### src/hw/rtl/brs_pkg.sv
// Shared types, codes and reset values of the blind relay sequencer.
package brs_pkg;

   localparam int TIME_W = 32;
   localparam int RUN_W = 20;
   localparam int DWELL_W = 16;
   localparam int MODE_W = 3;
   localparam int CMD_W = 3;
   localparam int MOTION_W = 2;
   localparam int CSR_INDEX_W = 3;
   localparam int CSR_DATA_W = 20;

   localparam logic [MOTION_W-1:0] MOT_STOP = 2'd0;
   localparam logic [MOTION_W-1:0] MOT_PREPARE = 2'd1;
   localparam logic [MOTION_W-1:0] MOT_UP = 2'd2;
   localparam logic [MOTION_W-1:0] MOT_DOWN = 2'd3;

   localparam logic [CMD_W-1:0] CMD_UP = 3'd0;
   localparam logic [CMD_W-1:0] CMD_STOP = 3'd1;
   localparam logic [CMD_W-1:0] CMD_DOWN = 3'd2;
   localparam logic [CMD_W-1:0] CMD_DOWN_OR_STOP = 3'd3;
   localparam logic [CMD_W-1:0] CMD_UP_OR_STOP = 3'd4;

   localparam logic [MODE_W-1:0] MODE_POWER_UP = 3'd0;
   localparam logic [MODE_W-1:0] MODE_POWER_DOWN = 3'd1;
   localparam logic [MODE_W-1:0] MODE_UP_POWER = 3'd2;
   localparam logic [MODE_W-1:0] MODE_DOWN_POWER = 3'd3;
   localparam logic [MODE_W-1:0] MODE_UP_DOWN = 3'd4;
   localparam logic [MODE_W-1:0] MODE_DOWN_UP = 3'd5;

   localparam logic REQ_TICK = 1'b0;
   localparam logic REQ_COMMAND = 1'b1;

   localparam logic STATUS_OK = 1'b0;
   localparam logic STATUS_BAD_CMD = 1'b1;

   localparam logic [CSR_INDEX_W-1:0] CSR_INTERLOCK_MODE = 3'd0;
   localparam logic [CSR_INDEX_W-1:0] CSR_UP_RUN_MS = 3'd1;
   localparam logic [CSR_INDEX_W-1:0] CSR_DOWN_RUN_MS = 3'd2;
   localparam logic [CSR_INDEX_W-1:0] CSR_STOP_DWELL_MS = 3'd3;
   localparam logic [CSR_INDEX_W-1:0] CSR_PREPARE_DWELL_MS = 3'd4;

   localparam logic [MODE_W-1:0] RST_INTERLOCK_MODE = 3'd0;
   localparam logic [RUN_W-1:0] RST_UP_RUN_MS = 20'd60000;
   localparam logic [RUN_W-1:0] RST_DOWN_RUN_MS = 20'd60000;
   localparam logic [DWELL_W-1:0] RST_STOP_DWELL_MS = 16'd500;
   localparam logic [DWELL_W-1:0] RST_PREPARE_DWELL_MS = 16'd200;

   typedef struct packed {
      logic [MODE_W-1:0] interlock_mode;
      logic [RUN_W-1:0] up_run_ms;
      logic [RUN_W-1:0] down_run_ms;
      logic [DWELL_W-1:0] stop_dwell_ms;
      logic [DWELL_W-1:0] prepare_dwell_ms;
   } brs_cfg_type;

   typedef struct packed {
      logic relay1_on;
      logic relay2_on;
      logic [MOTION_W-1:0] motion_state;
      logic [MOTION_W-1:0] target_state;
      logic status;
   } brs_result_type;

endpackage

### src/hw/rtl/brs_if.sv
// Valid/ready channel interfaces for requests and responses.
interface brs_req_if;
   import brs_pkg::*;
   logic valid;
   logic ready;
   logic req_type;
   logic [CMD_W-1:0] command;
   logic [TIME_W-1:0] now_ms;
   modport source (output valid, req_type, command, now_ms, input ready);
   modport sink (input valid, req_type, command, now_ms, output ready);
endinterface

interface brs_rsp_if;
   import brs_pkg::*;
   logic valid;
   logic ready;
   logic relay1_on;
   logic relay2_on;
   logic [MOTION_W-1:0] motion_state;
   logic [MOTION_W-1:0] target_state;
   logic status;
   modport source (output valid, relay1_on, relay2_on, motion_state, target_state, status,
                   input ready);
   modport sink (input valid, relay1_on, relay2_on, motion_state, target_state, status,
                 output ready);
endinterface

### src/hw/rtl/brs_csr.sv
// Configuration registers of the blind relay sequencer.
module brs_csr
   import brs_pkg::*;
(
   input  logic clock,
   input  logic reset,
   input  logic csr_write_en,
   input  logic [CSR_INDEX_W-1:0] csr_index,
   input  logic [CSR_DATA_W-1:0] csr_wdata,
   output brs_cfg_type cfg
);

   brs_cfg_type cfg_ff;
   brs_cfg_type cfg_in;

   always_comb begin
      cfg_in = cfg_ff;
      if (csr_write_en) begin
         case (csr_index)
            CSR_INTERLOCK_MODE: cfg_in.interlock_mode = csr_wdata[MODE_W-1:0];
            CSR_UP_RUN_MS: cfg_in.up_run_ms = csr_wdata[RUN_W-1:0];
            CSR_DOWN_RUN_MS: cfg_in.down_run_ms = csr_wdata[RUN_W-1:0];
            CSR_STOP_DWELL_MS: cfg_in.stop_dwell_ms = csr_wdata[DWELL_W-1:0];
            CSR_PREPARE_DWELL_MS: cfg_in.prepare_dwell_ms = csr_wdata[DWELL_W-1:0];
            default: cfg_in = cfg_ff;
         endcase
      end
   end

   always_ff @(posedge clock) begin
      if (reset) begin
         cfg_ff.interlock_mode <= RST_INTERLOCK_MODE;
         cfg_ff.up_run_ms <= RST_UP_RUN_MS;
         cfg_ff.down_run_ms <= RST_DOWN_RUN_MS;
         cfg_ff.stop_dwell_ms <= RST_STOP_DWELL_MS;
         cfg_ff.prepare_dwell_ms <= RST_PREPARE_DWELL_MS;
      end else begin
         cfg_ff <= cfg_in;
      end
   end

   assign cfg = cfg_ff;

endmodule

### src/hw/rtl/brs_engine.sv
// Motion state, relay levels and the per-item sequencing logic.
module brs_engine
   import brs_pkg::*;
(
   input  logic clock,
   input  logic reset,
   input  brs_cfg_type cfg,
   input  logic step,
   input  logic req_type,
   input  logic [CMD_W-1:0] command,
   input  logic [TIME_W-1:0] now_ms,
   output brs_result_type result
);

   localparam logic [2:0] ACT_NONE = 3'd0;
   localparam logic [2:0] ACT_STOP = 3'd1;
   localparam logic [2:0] ACT_PREP_UP = 3'd2;
   localparam logic [2:0] ACT_PREP_DOWN = 3'd3;
   localparam logic [2:0] ACT_UP = 3'd4;
   localparam logic [2:0] ACT_DOWN = 3'd5;

   logic [MOTION_W-1:0] cm_ff, cm_in;
   logic [MOTION_W-1:0] rm_ff, rm_in;
   logic [TIME_W-1:0] lct_ff, lct_in;
   logic relay1_ff, relay1_in;
   logic relay2_ff, relay2_in;

   logic [TIME_W-1:0] elapsed;
   logic [TIME_W-1:0] dwell_elapsed;
   logic expire;
   logic stop_taken;
   logic [MOTION_W-1:0] rm_tick;
   logic [MOTION_W-1:0] cm_after;
   logic [2:0] action;
   logic status;

   // Next-state logic of one item; a tick takes at most one motion transition.
   always_comb begin
      elapsed = now_ms - lct_ff;
      expire = ((cm_ff == MOT_UP) && (elapsed >= {{(TIME_W-RUN_W){1'b0}}, cfg.up_run_ms})) ||
               ((cm_ff == MOT_DOWN) &&
                (elapsed >= {{(TIME_W-RUN_W){1'b0}}, cfg.down_run_ms}));
      rm_tick = expire ? MOT_STOP : rm_ff;
      stop_taken = (cm_ff != rm_tick) && (rm_tick == MOT_STOP);
      cm_after = stop_taken ? MOT_STOP : cm_ff;
      dwell_elapsed = stop_taken ? '0 : elapsed;
      action = ACT_NONE;
      if (cm_ff != rm_tick) begin
         if ((cm_after == MOT_STOP) &&
             (dwell_elapsed >= {{(TIME_W-DWELL_W){1'b0}}, cfg.stop_dwell_ms})) begin
            if (rm_tick == MOT_DOWN) begin
               action = ACT_PREP_DOWN;
            end else if (rm_tick == MOT_UP) begin
               action = ACT_PREP_UP;
            end else begin
               action = ACT_STOP;
            end
         end else if ((cm_after == MOT_PREPARE) &&
                      (dwell_elapsed >= {{(TIME_W-DWELL_W){1'b0}},
                                         cfg.prepare_dwell_ms})) begin
            if (rm_tick == MOT_DOWN) begin
               action = ACT_DOWN;
            end else if (rm_tick == MOT_UP) begin
               action = ACT_UP;
            end else begin
               action = ACT_STOP;
            end
         end else if (stop_taken) begin
            action = ACT_STOP;
         end
      end

      cm_in = cm_ff;
      rm_in = rm_ff;
      lct_in = lct_ff;
      relay1_in = relay1_ff;
      relay2_in = relay2_ff;
      status = STATUS_OK;

      if (req_type == REQ_COMMAND) begin
         case (command)
            CMD_UP: rm_in = MOT_UP;
            CMD_STOP: rm_in = MOT_STOP;
            CMD_DOWN: rm_in = MOT_DOWN;
            CMD_DOWN_OR_STOP: rm_in = (cm_ff == MOT_STOP) ? MOT_DOWN : MOT_STOP;
            CMD_UP_OR_STOP: rm_in = (cm_ff == MOT_STOP) ? MOT_UP : MOT_STOP;
            default: status = STATUS_BAD_CMD;
         endcase
      end else begin
         rm_in = rm_tick;
         if (action != ACT_NONE) begin
            lct_in = now_ms;
         end
         case (action)
            ACT_STOP: begin
               cm_in = MOT_STOP;
               case (cfg.interlock_mode)
                  MODE_POWER_UP, MODE_POWER_DOWN: relay1_in = 1'b0;
                  MODE_UP_POWER, MODE_DOWN_POWER: relay2_in = 1'b0;
                  MODE_UP_DOWN, MODE_DOWN_UP: begin
                     relay1_in = 1'b0;
                     relay2_in = 1'b0;
                  end
                  default: relay1_in = relay1_ff;
               endcase
            end
            ACT_PREP_UP, ACT_PREP_DOWN: begin
               cm_in = MOT_PREPARE;
               case (cfg.interlock_mode)
                  MODE_POWER_UP: relay2_in = (action == ACT_PREP_UP);
                  MODE_POWER_DOWN: relay2_in = (action == ACT_PREP_DOWN);
                  MODE_UP_POWER: relay1_in = (action == ACT_PREP_UP);
                  MODE_DOWN_POWER: relay1_in = (action == ACT_PREP_DOWN);
                  default: relay1_in = relay1_ff;
               endcase
            end
            ACT_UP: begin
               cm_in = MOT_UP;
               case (cfg.interlock_mode)
                  MODE_POWER_UP, MODE_POWER_DOWN, MODE_UP_DOWN: relay1_in = 1'b1;
                  MODE_UP_POWER, MODE_DOWN_POWER, MODE_DOWN_UP: relay2_in = 1'b1;
                  default: relay1_in = relay1_ff;
               endcase
            end
            ACT_DOWN: begin
               cm_in = MOT_DOWN;
               case (cfg.interlock_mode)
                  MODE_POWER_UP, MODE_POWER_DOWN, MODE_DOWN_UP: relay1_in = 1'b1;
                  MODE_UP_POWER, MODE_DOWN_POWER, MODE_UP_DOWN: relay2_in = 1'b1;
                  default: relay1_in = relay1_ff;
               endcase
            end
            default: cm_in = cm_ff;
         endcase
      end
   end

   always_ff @(posedge clock) begin
      if (reset) begin
         cm_ff <= MOT_STOP;
         rm_ff <= MOT_STOP;
         lct_ff <= '0;
         relay1_ff <= 1'b0;
         relay2_ff <= 1'b0;
      end else if (step) begin
         cm_ff <= cm_in;
         rm_ff <= rm_in;
         lct_ff <= lct_in;
         relay1_ff <= relay1_in;
         relay2_ff <= relay2_in;
      end
   end

   assign result.relay1_on = relay1_in;
   assign result.relay2_on = relay2_in;
   assign result.motion_state = cm_in;
   assign result.target_state = rm_in;
   assign result.status = status;

`ifndef SYNTHESIS
   a_target_never_prepare: assert property (@(posedge clock) disable iff (reset)
      rm_ff != MOT_PREPARE)
      else $error("requested motion holds the prepare code");

   a_command_keeps_motion: assert property (@(posedge clock) disable iff (reset)
      step && (req_type == REQ_COMMAND) |=> $stable(cm_ff) && $stable(lct_ff))
      else $error("command transfer changed motion or timestamp");

   a_transition_stamps_time: assert property (@(posedge clock) disable iff (reset)
      step && (cm_in != cm_ff) |=> lct_ff == $past(now_ms))
      else $error("motion transition did not record the tick time");
`endif

endmodule

### src/hw/rtl/blind_relay_sequencer.sv
// Top level of the blind relay sequencer: input register, engine and result register.
// A transfer is held in the input register; the engine result is registered for rsp.
// Throughput: one item per cycle while rsp is ready, else the engine stalls.
// Reset (synchronous, active high) sets motion and target to stop, both relays off,
// the change time to zero, configuration to its defaults and empties both registers.
module blind_relay_sequencer
   import brs_pkg::*;
(
   input  logic clock,
   input  logic reset,
   brs_req_if.sink req,
   brs_rsp_if.source rsp,
   input  logic csr_write_en,
   input  logic [CSR_INDEX_W-1:0] csr_index,
   input  logic [CSR_DATA_W-1:0] csr_wdata
);

   brs_cfg_type cfg;
   brs_result_type result;

   logic s1_valid_ff;
   logic s1_type_ff;
   logic [CMD_W-1:0] s1_cmd_ff;
   logic [TIME_W-1:0] s1_now_ff;
   logic out_valid_ff;
   brs_result_type out_result_ff;
   logic advance;
   logic req_take;

   assign advance = s1_valid_ff && (!out_valid_ff || rsp.ready);
   assign req.ready = !s1_valid_ff || advance;
   assign req_take = req.valid && req.ready;

   brs_csr u_csr (
      .clock(clock),
      .reset(reset),
      .csr_write_en(csr_write_en),
      .csr_index(csr_index),
      .csr_wdata(csr_wdata),
      .cfg(cfg)
   );

   brs_engine u_engine (
      .clock(clock),
      .reset(reset),
      .cfg(cfg),
      .step(advance),
      .req_type(s1_type_ff),
      .command(s1_cmd_ff),
      .now_ms(s1_now_ff),
      .result(result)
   );

   always_ff @(posedge clock) begin
      if (reset) begin
         s1_valid_ff <= 1'b0;
         out_valid_ff <= 1'b0;
      end else begin
         if (req_take) begin
            s1_valid_ff <= 1'b1;
         end else if (advance) begin
            s1_valid_ff <= 1'b0;
         end
         if (advance) begin
            out_valid_ff <= 1'b1;
         end else if (rsp.ready) begin
            out_valid_ff <= 1'b0;
         end
      end
   end

   always_ff @(posedge clock) begin
      if (req_take) begin
         s1_type_ff <= req.req_type;
         s1_cmd_ff <= req.command;
         s1_now_ff <= req.now_ms;
      end
      if (advance) begin
         out_result_ff <= result;
      end
   end

   assign rsp.valid = out_valid_ff;
   assign rsp.relay1_on = out_result_ff.relay1_on;
   assign rsp.relay2_on = out_result_ff.relay2_on;
   assign rsp.motion_state = out_result_ff.motion_state;
   assign rsp.target_state = out_result_ff.target_state;
   assign rsp.status = out_result_ff.status;

`ifndef SYNTHESIS
   a_pending_reaches_output: assert property (@(posedge clock) disable iff (reset)
      s1_valid_ff && !out_valid_ff |=> out_valid_ff)
      else $error("held item did not move to the result register");

   a_accept_fills_input: assert property (@(posedge clock) disable iff (reset)
      req_take |=> s1_valid_ff)
      else $error("accepted transfer was not captured");

   a_empty_is_ready: assert property (@(posedge clock) disable iff (reset)
      !s1_valid_ff |-> req.ready)
      else $error("empty input register refused a transfer");
`endif

endmodule

### src/flat_wrapper.sv
// flat-port wrapper written by rule: the top's interface ports become plain ports
module blind_relay_sequencer_flat import brs_pkg::*;
  (clock, reset, csr_write_en, csr_index, csr_wdata, req_valid, req_req_type, req_command, req_now_ms, req_ready, rsp_valid, rsp_relay1_on, rsp_relay2_on, rsp_motion_state, rsp_target_state, rsp_status, rsp_ready);
  brs_req_if req_i ();
  brs_rsp_if rsp_i ();
  input  logic clock;
  input  logic reset;
  input  logic csr_write_en;
  input  logic [CSR_INDEX_W-1:0] csr_index;
  input  logic [CSR_DATA_W-1:0] csr_wdata;
  input wire logic [$bits(req_i.valid)-1:0] req_valid;
  input wire logic [$bits(req_i.req_type)-1:0] req_req_type;
  input wire logic [$bits(req_i.command)-1:0] req_command;
  input wire logic [$bits(req_i.now_ms)-1:0] req_now_ms;
  output wire logic [$bits(req_i.ready)-1:0] req_ready;
  output wire logic [$bits(rsp_i.valid)-1:0] rsp_valid;
  output wire logic [$bits(rsp_i.relay1_on)-1:0] rsp_relay1_on;
  output wire logic [$bits(rsp_i.relay2_on)-1:0] rsp_relay2_on;
  output wire logic [$bits(rsp_i.motion_state)-1:0] rsp_motion_state;
  output wire logic [$bits(rsp_i.target_state)-1:0] rsp_target_state;
  output wire logic [$bits(rsp_i.status)-1:0] rsp_status;
  input wire logic [$bits(rsp_i.ready)-1:0] rsp_ready;
  assign req_i.valid = req_valid;
  assign req_i.req_type = req_req_type;
  assign req_i.command = req_command;
  assign req_i.now_ms = req_now_ms;
  assign req_ready = req_i.ready;
  assign rsp_valid = rsp_i.valid;
  assign rsp_relay1_on = rsp_i.relay1_on;
  assign rsp_relay2_on = rsp_i.relay2_on;
  assign rsp_motion_state = rsp_i.motion_state;
  assign rsp_target_state = rsp_i.target_state;
  assign rsp_status = rsp_i.status;
  assign rsp_i.ready = rsp_ready;
  blind_relay_sequencer u_core (.clock(clock), .reset(reset), .req(req_i), .rsp(rsp_i), .csr_write_en(csr_write_en), .csr_index(csr_index), .csr_wdata(csr_wdata));
endmodule
### config.mk
export PLATFORM = sky130hd
export DESIGN_NAME = blind_relay_sequencer_flat
export DESIGN_NICKNAME = d
export VERILOG_FILES = /design/src/hw/rtl/brs_pkg.sv /design/src/hw/rtl/brs_if.sv /design/src/hw/rtl/brs_csr.sv /design/src/hw/rtl/brs_engine.sv /design/src/hw/rtl/blind_relay_sequencer.sv /design/src/flat_wrapper.sv
export SDC_FILE = /design/constraint.sdc
export NUM_CORES = 1
export LEC_CHECK = 0
export ABC_AREA = 1
export ABC_CLOCK_PERIOD_IN_PS = 6350
export BUFFER_PORTS_ARGS = -buffer_cell sky130_fd_sc_hd__buf_2
export CAP_MARGIN = 20
export CORE_ASPECT_RATIO = 1.2
export CORE_MARGIN = 2
export CORE_UTILIZATION = 30
export CTS_BUF_LIST = sky130_fd_sc_hd__clkbuf_16
export DETAILED_ROUTE_END_ITERATION = 12
export PLACE_DENSITY = 0.44
export SKIP_CTS_REPAIR_TIMING = 1
export SYNTH_ARGS = -nofsm -noshare
export SYNTH_HDL_FRONTEND = slang
export SYNTH_HIERARCHICAL = 1
export SYNTH_SLANG_ARGS = --single-unit
### constraint.sdc
create_clock -name clock -period 6.35 [get_ports clock]
set_input_delay 0.9525 -clock clock [delete_from_list [all_inputs] [get_ports clock]]
set_output_delay 0.9525 -clock clock [all_outputs]
set_load 0.02 [all_outputs]
After elaboration in Yosys (flattened, before gate mapping)

Index checks and enable logic that the tools add are counted.

Bitwise operators: 1
Muxes and demuxes: 34
Add/subtract/negate cells: 1
Equal/unequal tests: 24
Order comparisons: 4
Reductions and logical operators: 35

Operator list:

| cell               | number |
|---|---|
| $ge 32x16->1       | 2 |
| $ge 32x20->1       | 2 |
| $mux 32            | 1 |
| $sub 32x32->32     | 1 |
| $eq 3x2->1 const B | 8 |
| $eq 3x3->1 const B | 6 |
| $mux 2             | 8 |
| $mux 3             | 5 |
| $mux 1             | 14 |
| $eq 3x1->1 const B | 4 |
| $reduce_or 3->1    | 4 |
| $pmux 2 s5         | 1 |
| $reduce_and 2->1   | 5 |
| $logic_not 3->1    | 3 |
| $eq 2x2->1 const B | 4 |
| $pmux 1 s4         | 2 |
| $pmux 2 s4         | 1 |
| $reduce_or 4->1    | 2 |
| $logic_and 1x1->1  | 7 |
| $logic_not 2->1    | 3 |
| $reduce_or 5->1    | 1 |
| $pmux 1 s2         | 2 |
| $reduce_bool 2->1  | 2 |
| $logic_or 1x1->1   | 3 |
| other kinds (7)    | 8 |

Input bits: 64
Register bits: 158
Word-level logic and storage cells: 119
Output and inout bits: 9

Logic depth before layout (Yosys ltp)

Depth after elaboration: 17
Depth in mapped cells: 58
Gate-level depth less buffers: 57

By module

The synthesis kept the hierarchy.

Modules (own cells, without submodules):

| module                | instances | sequential area each (um2) | cells an instance | area each (um2) |
|---|---|---|---|---|
| brs_engine            | 1         | 760.7                      | 1105              | 6381.1 |
| brs_csr               | 1         | 1501.4                     | 419               | 2970.3 |
| blind_relay_sequencer | 1         | 1331.3                     | 55                | 1382.6 |

Worst setup path before layout

No wires, ideal clock.

Kind: reg-to-reg
Start: register u_core.s1_now_ff[0]
End: register u_core.out_result_ff (netlist bit u_core/rsp.relay2_on) (data pin)
Data arrival time: 5.219 ns
Path buffers: 3
Clock period less this slack: 5.470 ns
Required time: 6.099 ns
Slack: 0.880 ns
Setup time: 0.251 ns
Cell stages (with the launch flop): 47
Path through: edfxtp_1 -> inv_1 -> ha_1 -> inv_1 -> fa_1 -> nand3_1 -> nand3_1 -> nand2_1 -> nand3_1 -> a211oi_1 -> xnor2_1 -> ha_1 -> a21oi_1 -> nor3_1 -> a211oi_1 -> nand2_1 -> nand2_1 -> nand2_1 -> (+11 left out) -> ha_1 -> a21oi_1 -> nor2_1 -> a211oi_1 -> nor2_1 -> a211oi_2 -> nand2_1 -> nand2_1 -> nand2_2 -> nand2_2 -> nand2_4 -> nand2_4 -> nand2_4 -> nand2_4 -> inv_4 -> o21ai_0 -> inv_1 -> buf_4

Longest elaborated chain between the ends: 17
Elaborated cells between the ends (all ways): 37
Classes of those cells: add/sub (1); order compare (4); eq/ne (9); mux (14); reduce/logical (9)

RTL lines:

| what                                                 | RTL line                                               | source |
|---|---|---|
| start, declared                                      | blind_relay_sequencer.sv:24                            | `logic [TIME_W-1:0] s1_now_ff;` |
| start signal, assigned                               | blind_relay_sequencer.sv:76                            | `s1_now_ff <= req.now_ms;` |
| $sub 32x32->32 (*)                                   | brs_engine.sv:39                                       | `elapsed = now_ms - lct_ff;` |
| $ge 32x20->1 (on tied branches)                      | brs_engine.sv:40, brs_engine.sv:42                     |  |
| $logic_and 1x1->1 (on tied branches)                 | brs_engine.sv:40, brs_engine.sv:41                     |  |
| $logic_or 1x1->1                                     | brs_engine.sv:40                                       | `expire = ((cm_ff == MOT_UP) && (elapsed >= {{(TIME_W-RUN_W){1'b0}}, cfg.up_run_ms})) \|\|` |
| $mux 2                                               | brs_engine.sv:43                                       | `rm_tick = expire ? MOT_STOP : rm_ff;` |
| $ne 2x2->1 / $logic_not 2->1 (equally long branches) | brs_engine.sv:44, brs_engine.sv:48                     |  |
| $logic_and 1x1->1                                    | brs_engine.sv:44                                       | `stop_taken = (cm_ff != rm_tick) && (rm_tick == MOT_STOP);` |
| $mux 32 / $mux 2 (equally long branches)             | brs_engine.sv:46, brs_engine.sv:45                     |  |
| (+2 left out)                                        | n/a                                                    |  |
| $mux 3                                               | brs_engine.sv:58                                       | `end else if ((cm_after == MOT_PREPARE) &&` |
| $mux 3                                               | brs_engine.sv:49                                       | `if ((cm_after == MOT_STOP) &&` |
| $mux 3 (*)                                           | brs_engine.sv:48                                       | `if (cm_ff != rm_tick) begin` |
| $eq 3x2->1 (on tied branches)                        | brs_engine.sv:94, brs_engine.sv:111, brs_engine.sv:110 |  |
| $pmux 1 s2 / $reduce_or 2->1 (equally long branches) | brs_engine.sv:109, brs_engine.sv:94                    |  |
| $pmux 1 s4 (*)                                       | brs_engine.sv:94                                       | `case (action)` |
| $mux 1 (*)                                           | brs_engine.sv:80                                       | `if (req_type == REQ_COMMAND) begin` |
| via u_core.u_engine.relay2_in                        | brs_engine.sv:26                                       | `logic relay2_ff, relay2_in;` |
| end signal, assigned                                 | blind_relay_sequencer.sv:79                            | `out_result_ff <= result;` |
| end, declared                                        | blind_relay_sequencer.sv:26                            | `brs_result_type out_result_ff;` |

The timed path passes the listed nets; every way through them passes the cells marked *.
A chain may end at the register's enable or synchronous reset.

==> impl_results.rst <==
.. list-table::
   :header-rows: 1

   * - Metric
     - Value
   * - Status
     - finished, final reports clean
   * - Share of the core filled with cells
     - 37.1%
   * - Cell with the largest stage delay on the worst path
     - sky130_fd_sc_hd__edfxtp_1
   * - Top layer in use
     - met4
   * - Initial antenna violation count
     - 0
   * - Hold Fails Final Rpt
     - 0
   * - Type of the worst setup path
     - flip-flop to flip-flop
   * - Detail Placement HPWL
     - around 24000 um
   * - Data arrival time of the critical path
     - 6.06 ns
   * - Library cell appearing most often on the critical path
     - sky130_fd_sc_hd__nand2_1
   * - Worst hold path type
     - flip-flop to flip-flop
   * - Layout cells sized above 1
     - 17.0%
   * - Met2 WL
     - 15100 um
   * - Delay of the slowest critical-path stage
     - 0.39 ns
   * - Per-cell routed wire length
     - 14.1 um
   * - Via Count
     - around 9800
   * - Number of buffers created by CTS
     - 17
   * - EDFF count, synth
     - 43
   * - Share of the clock period used by the worst path after layout
     - between 90 and 100%
   * - Area growth from synthesis to final layout
     - 21.2%
   * - Sort of element at the start of the critical path
     - flip-flop
   * - Worst-case setup margin in the final layout
     - 0.503 ns
   * - Post-DP Area
     - 0.0119 mm2
   * - Worst slew margin relative to its limit
     - 35.6%
   * - Overflow after GRT
     - 0
   * - Pin count of the biggest net entering global routing
     - 76
   * - Mapped Nets
     - 1747
   * - Worst Tran Pin Value
     - 0.965 ns
   * - Max Fclk
     - roughly 0.17 GHz
   * - # IOs
     - 73
   * - Warnings, synthesis
     - 6
   * - Number of pins with negative max-slew slack in the final report
     - 0
   * - Cell depth of the worst min-delay path
     - 2
   * - Worst R2R Path Depth
     - 49
   * - Post-synthesis instance total
     - between 1500 and 2000
   * - Area of the die
     - around 0.037 mm2
   * - Maximum fanout count along the critical path
     - 8
   * - Average vias per placed instance
     - 4.47
   * - Die boundary height
     - 211 um
   * - Setup clock skew after layout
     - 0.0127 ns
   * - Die outline width
     - 177 um
   * - Total iterations of the first detailed-routing run
     - 5
   * - Buffer type at the clock tree root
     - sky130_fd_sc_hd__clkbuf_16
   * - Met3 Wirelength
     - 950 um
   * - Post-layout instance count excluding filler cells
     - 2182
   * - Effective utilization at floorplan
     - between 30% and 40%
   * - Number of sinks handled by clock tree synthesis
     - 158
   * - Post-synth design cell area
     - 0.0107 mm2
   * - P per Cell Area
     - 229 mW/mm2
   * - Design area
     - 0.0130 mm2
   * - GRT Overall Usage
     - ~17%
   * - Maximum clock insertion buffer count
     - 2
   * - Core box area
     - 0.0351 mm2
   * - Std-Cell Rows
     - 75
   * - Placement Setup Slack
     - -0.0174 ns
   * - Number of global-route vias before repair
     - 9551
   * - Detailed-route wire length on metal 1
     - 14100 um
   * - Total of max-cap violations
     - 0
   * - H-Tree Depth
     - 4
   * - Post-detailed-routing wire length
     - between 30000 and 40000 um
   * - Number of nets in the finished design
     - approximately 1900
   * - Top FF cell, synth
     - sky130_fd_sc_hd__dfxtp_1
   * - Number of routed nets with antenna violations
     - 0
   * - Worst slack on hold paths
     - 0.456 ns
   * - # DRC
     - 0
   * - Final RePlAce weighted congestion
     - 0.857
   * - Maximum vdd ir drop
     - 172 uV
   * - Number of storage elements in the synthesis netlist
     - approximately 160
   * - Clock tree from TritonCTS
     - done
   * - Proportion of register bits with asynchronous set or reset after synthesis
     - 0%
   * - Worst-path clk slew
     - 0.07 ns
   * - Initial DRC count
     - approximately 460
   * - Antenna diodes
     - 0
   * - Cell count after placement
     - 2135
   * - Final setup violation count
     - 0
   * - Time the worst path needs with I/O delays and setup
     - 5.85 ns
   * - Number of distinct library cell variants in the gate-level netlist after synthesis
     - 44
   * - Clock latency reported for the late side of the worst-skew pair
     - 0.46 ns
   * - Required time of the critical path
     - 6.56 ns
   * - Number of buffer cells added on primary ports
     - 72
   * - LEAKAGE
     - about 0.0064 uW
   * - Part of the Yosys area used for sequential elements
     - 33.5%
   * - Critical Path End Type
     - flip-flop
   * - Global-route wire length before repair
     - 49300 um
   * - Syn avg cell area
     - 6.80 um2
==> per-layer routing <==
layer | vias up | GRT usage (%)
met5 | - | 0
met4 | 0 | 5.39
met3 | 34 | 3.06
met2 | 139 | 30.1
met1 | 4383 | 20.8
li1 | 5195 | -
==> cells in the final DEF, fill, tap and decap left out, drive strengths merged, types with 10 or more instances in the layout <==
cell type,count
nand2,453
inv,303
nor2,203
buf,144
dfxtp,115
nand3,112
ha,103
a21oi,76
o21ai,55
edfxtp,43
clkbuf,18
nor3,16
xor2,15
nand4,12
a211oi,10
==> Yosys cell counts (3+ instances only) <==
cell | instances | area, um2
sky130_fd_sc_hd__buf_6 | 7 | 78.8
sky130_fd_sc_hd__nand3b_1 | 5 | 37.5
sky130_fd_sc_hd__inv_2 | 5 | 18.8
sky130_fd_sc_hd__a21oi_1 | 65 | 325
sky130_fd_sc_hd__nand2_4 | 4 | 45.0
sky130_fd_sc_hd__nand2_2 | 14 | 87.6
sky130_fd_sc_hd__xor2_1 | 15 | 131
sky130_fd_sc_hd__buf_2 | 9 | 45.0
sky130_fd_sc_hd__nand2_1 | 433 | 1630
sky130_fd_sc_hd__nand4_1 | 12 | 75.1
sky130_fd_sc_hd__buf_4 | 10 | 75.1
sky130_fd_sc_hd__edfxtp_1 | 43 | 1290
sky130_fd_sc_hd__xnor2_1 | 5 | 43.8
sky130_fd_sc_hd__a211oi_1 | 9 | 67.6
sky130_fd_sc_hd__a21oi_2 | 11 | 96.3
sky130_fd_sc_hd__o21bai_1 | 3 | 22.5
sky130_fd_sc_hd__o21ai_1 | 26 | 130
sky130_fd_sc_hd__nor2_4 | 4 | 45.0
sky130_fd_sc_hd__dfxtp_1 | 115 | 2300
sky130_fd_sc_hd__o21ai_0 | 28 | 140
sky130_fd_sc_hd__nor2_2 | 9 | 56.3
sky130_fd_sc_hd__nor3_1 | 16 | 80.1
sky130_fd_sc_hd__clkbuf_1 | 8 | 30.0
sky130_fd_sc_hd__inv_1 | 292 | 1100
sky130_fd_sc_hd__buf_1 | 3 | 11.3
sky130_fd_sc_hd__ha_1 | 103 | 1290
sky130_fd_sc_hd__nand3_1 | 110 | 551
sky130_fd_sc_hd__a21o_1 | 6 | 45.0
sky130_fd_sc_hd__nor2_1 | 190 | 713
==> worst max-delay path: cells and delay by family, from the launching register on <==
| family | cells | cell delay [ns] |
|---|---|---|
| and+or+nand+nor | 31 | 2.42 |
| adders and majority gates | 4 | 1.11 |
| buffers and inverters | 9 | 0.83 |
| AOI/OAI and AO/OA | 4 | 0.64 |
| DFF | 1 | 0.39 |
| xor gates and xnor gates | 1 | 0.19 |
==> cell type report <==
type / instances / area (um2)
clock buffer: 17 / 425
fill: 3853 / 22100
inverter: 298 / 1120
sequential: 158 / 3590
clock inverter: 15 / 161
timing repair buffer: 145 / 957
tap: 462 / 578
multi-input combinational: 1087 / 6170
==> state kept, by name (all words and copies together) (netlist names) <==
name,count
u_core/u_csr/cfg,75
u_core/s1_now_ff,32
u_core/u_engine/lct_ff,32
u_core/s1_cmd_ff,3
u_core/rsp.motion_state,2
u_core/rsp.target_state,2
u_core/u_engine/cm_ff,2
u_core/u_engine/rm_ff,2
u_core/rsp.relay1_on,1
u_core/rsp.relay2_on,1
u_core/rsp.status,1
u_core/rsp.valid,1
u_core/s1_type_ff,1
u_core/s1_valid_ff,1
u_core/u_engine/relay1_ff,1
u_core/u_engine/relay2_ff,1
==> power breakdown <==
part | switching (uW) | internal, uW | total, uW
registers | 25.0 | 1080 | 1110
clock network | 469 | 585 | 1050
logic | 498 | 328 | 826
==> kinds of logic after synthesis <==
group / Yosys count / synth area share, %
AND/OR/NAND/NOR: 805 / 31.6
buffers and inverters: 335 / 12.7
flip-flops: 158 / 33.5
AO/OA/AOI/OAI: 157 / 8.46
adder cells (fa/ha/maj): 104 / 12.2
XOR/XNOR: 20 / 1.63
==> path summary, 6_finish.rpt <==
kind,end,slack (ns),from
worst max-delay path,u_core/rsp.relay2_on$_DFFE_PP_,0.50,u_core/s1_now_ff[0]$_DFFE_PP_
worst min-delay path,u_core/u_engine/lct_ff[27]$_SDFFE_PP0P_,0.46,u_core/u_engine/lct_ff[27]$_SDFFE_PP0P_
worst max register to register,u_core/rsp.relay2_on$_DFFE_PP_,0.50,u_core/s1_now_ff[0]$_DFFE_PP_
worst min register to register,u_core/u_engine/lct_ff[27]$_SDFFE_PP0P_,0.46,u_core/u_engine/lct_ff[27]$_SDFFE_PP0P_
==> through the flow <==
step           power (uW)  TNS (ns)
2_1_floorplan        1650         0
3_3_place_gp         1890  -0.00149
3_5_place_dp         1890   -0.0200
4_1_cts              2970    -0.379
5_1_grt              3200    -0.519
6_report             2990         0
Note: power is estimated with default switching activity, not from simulation.
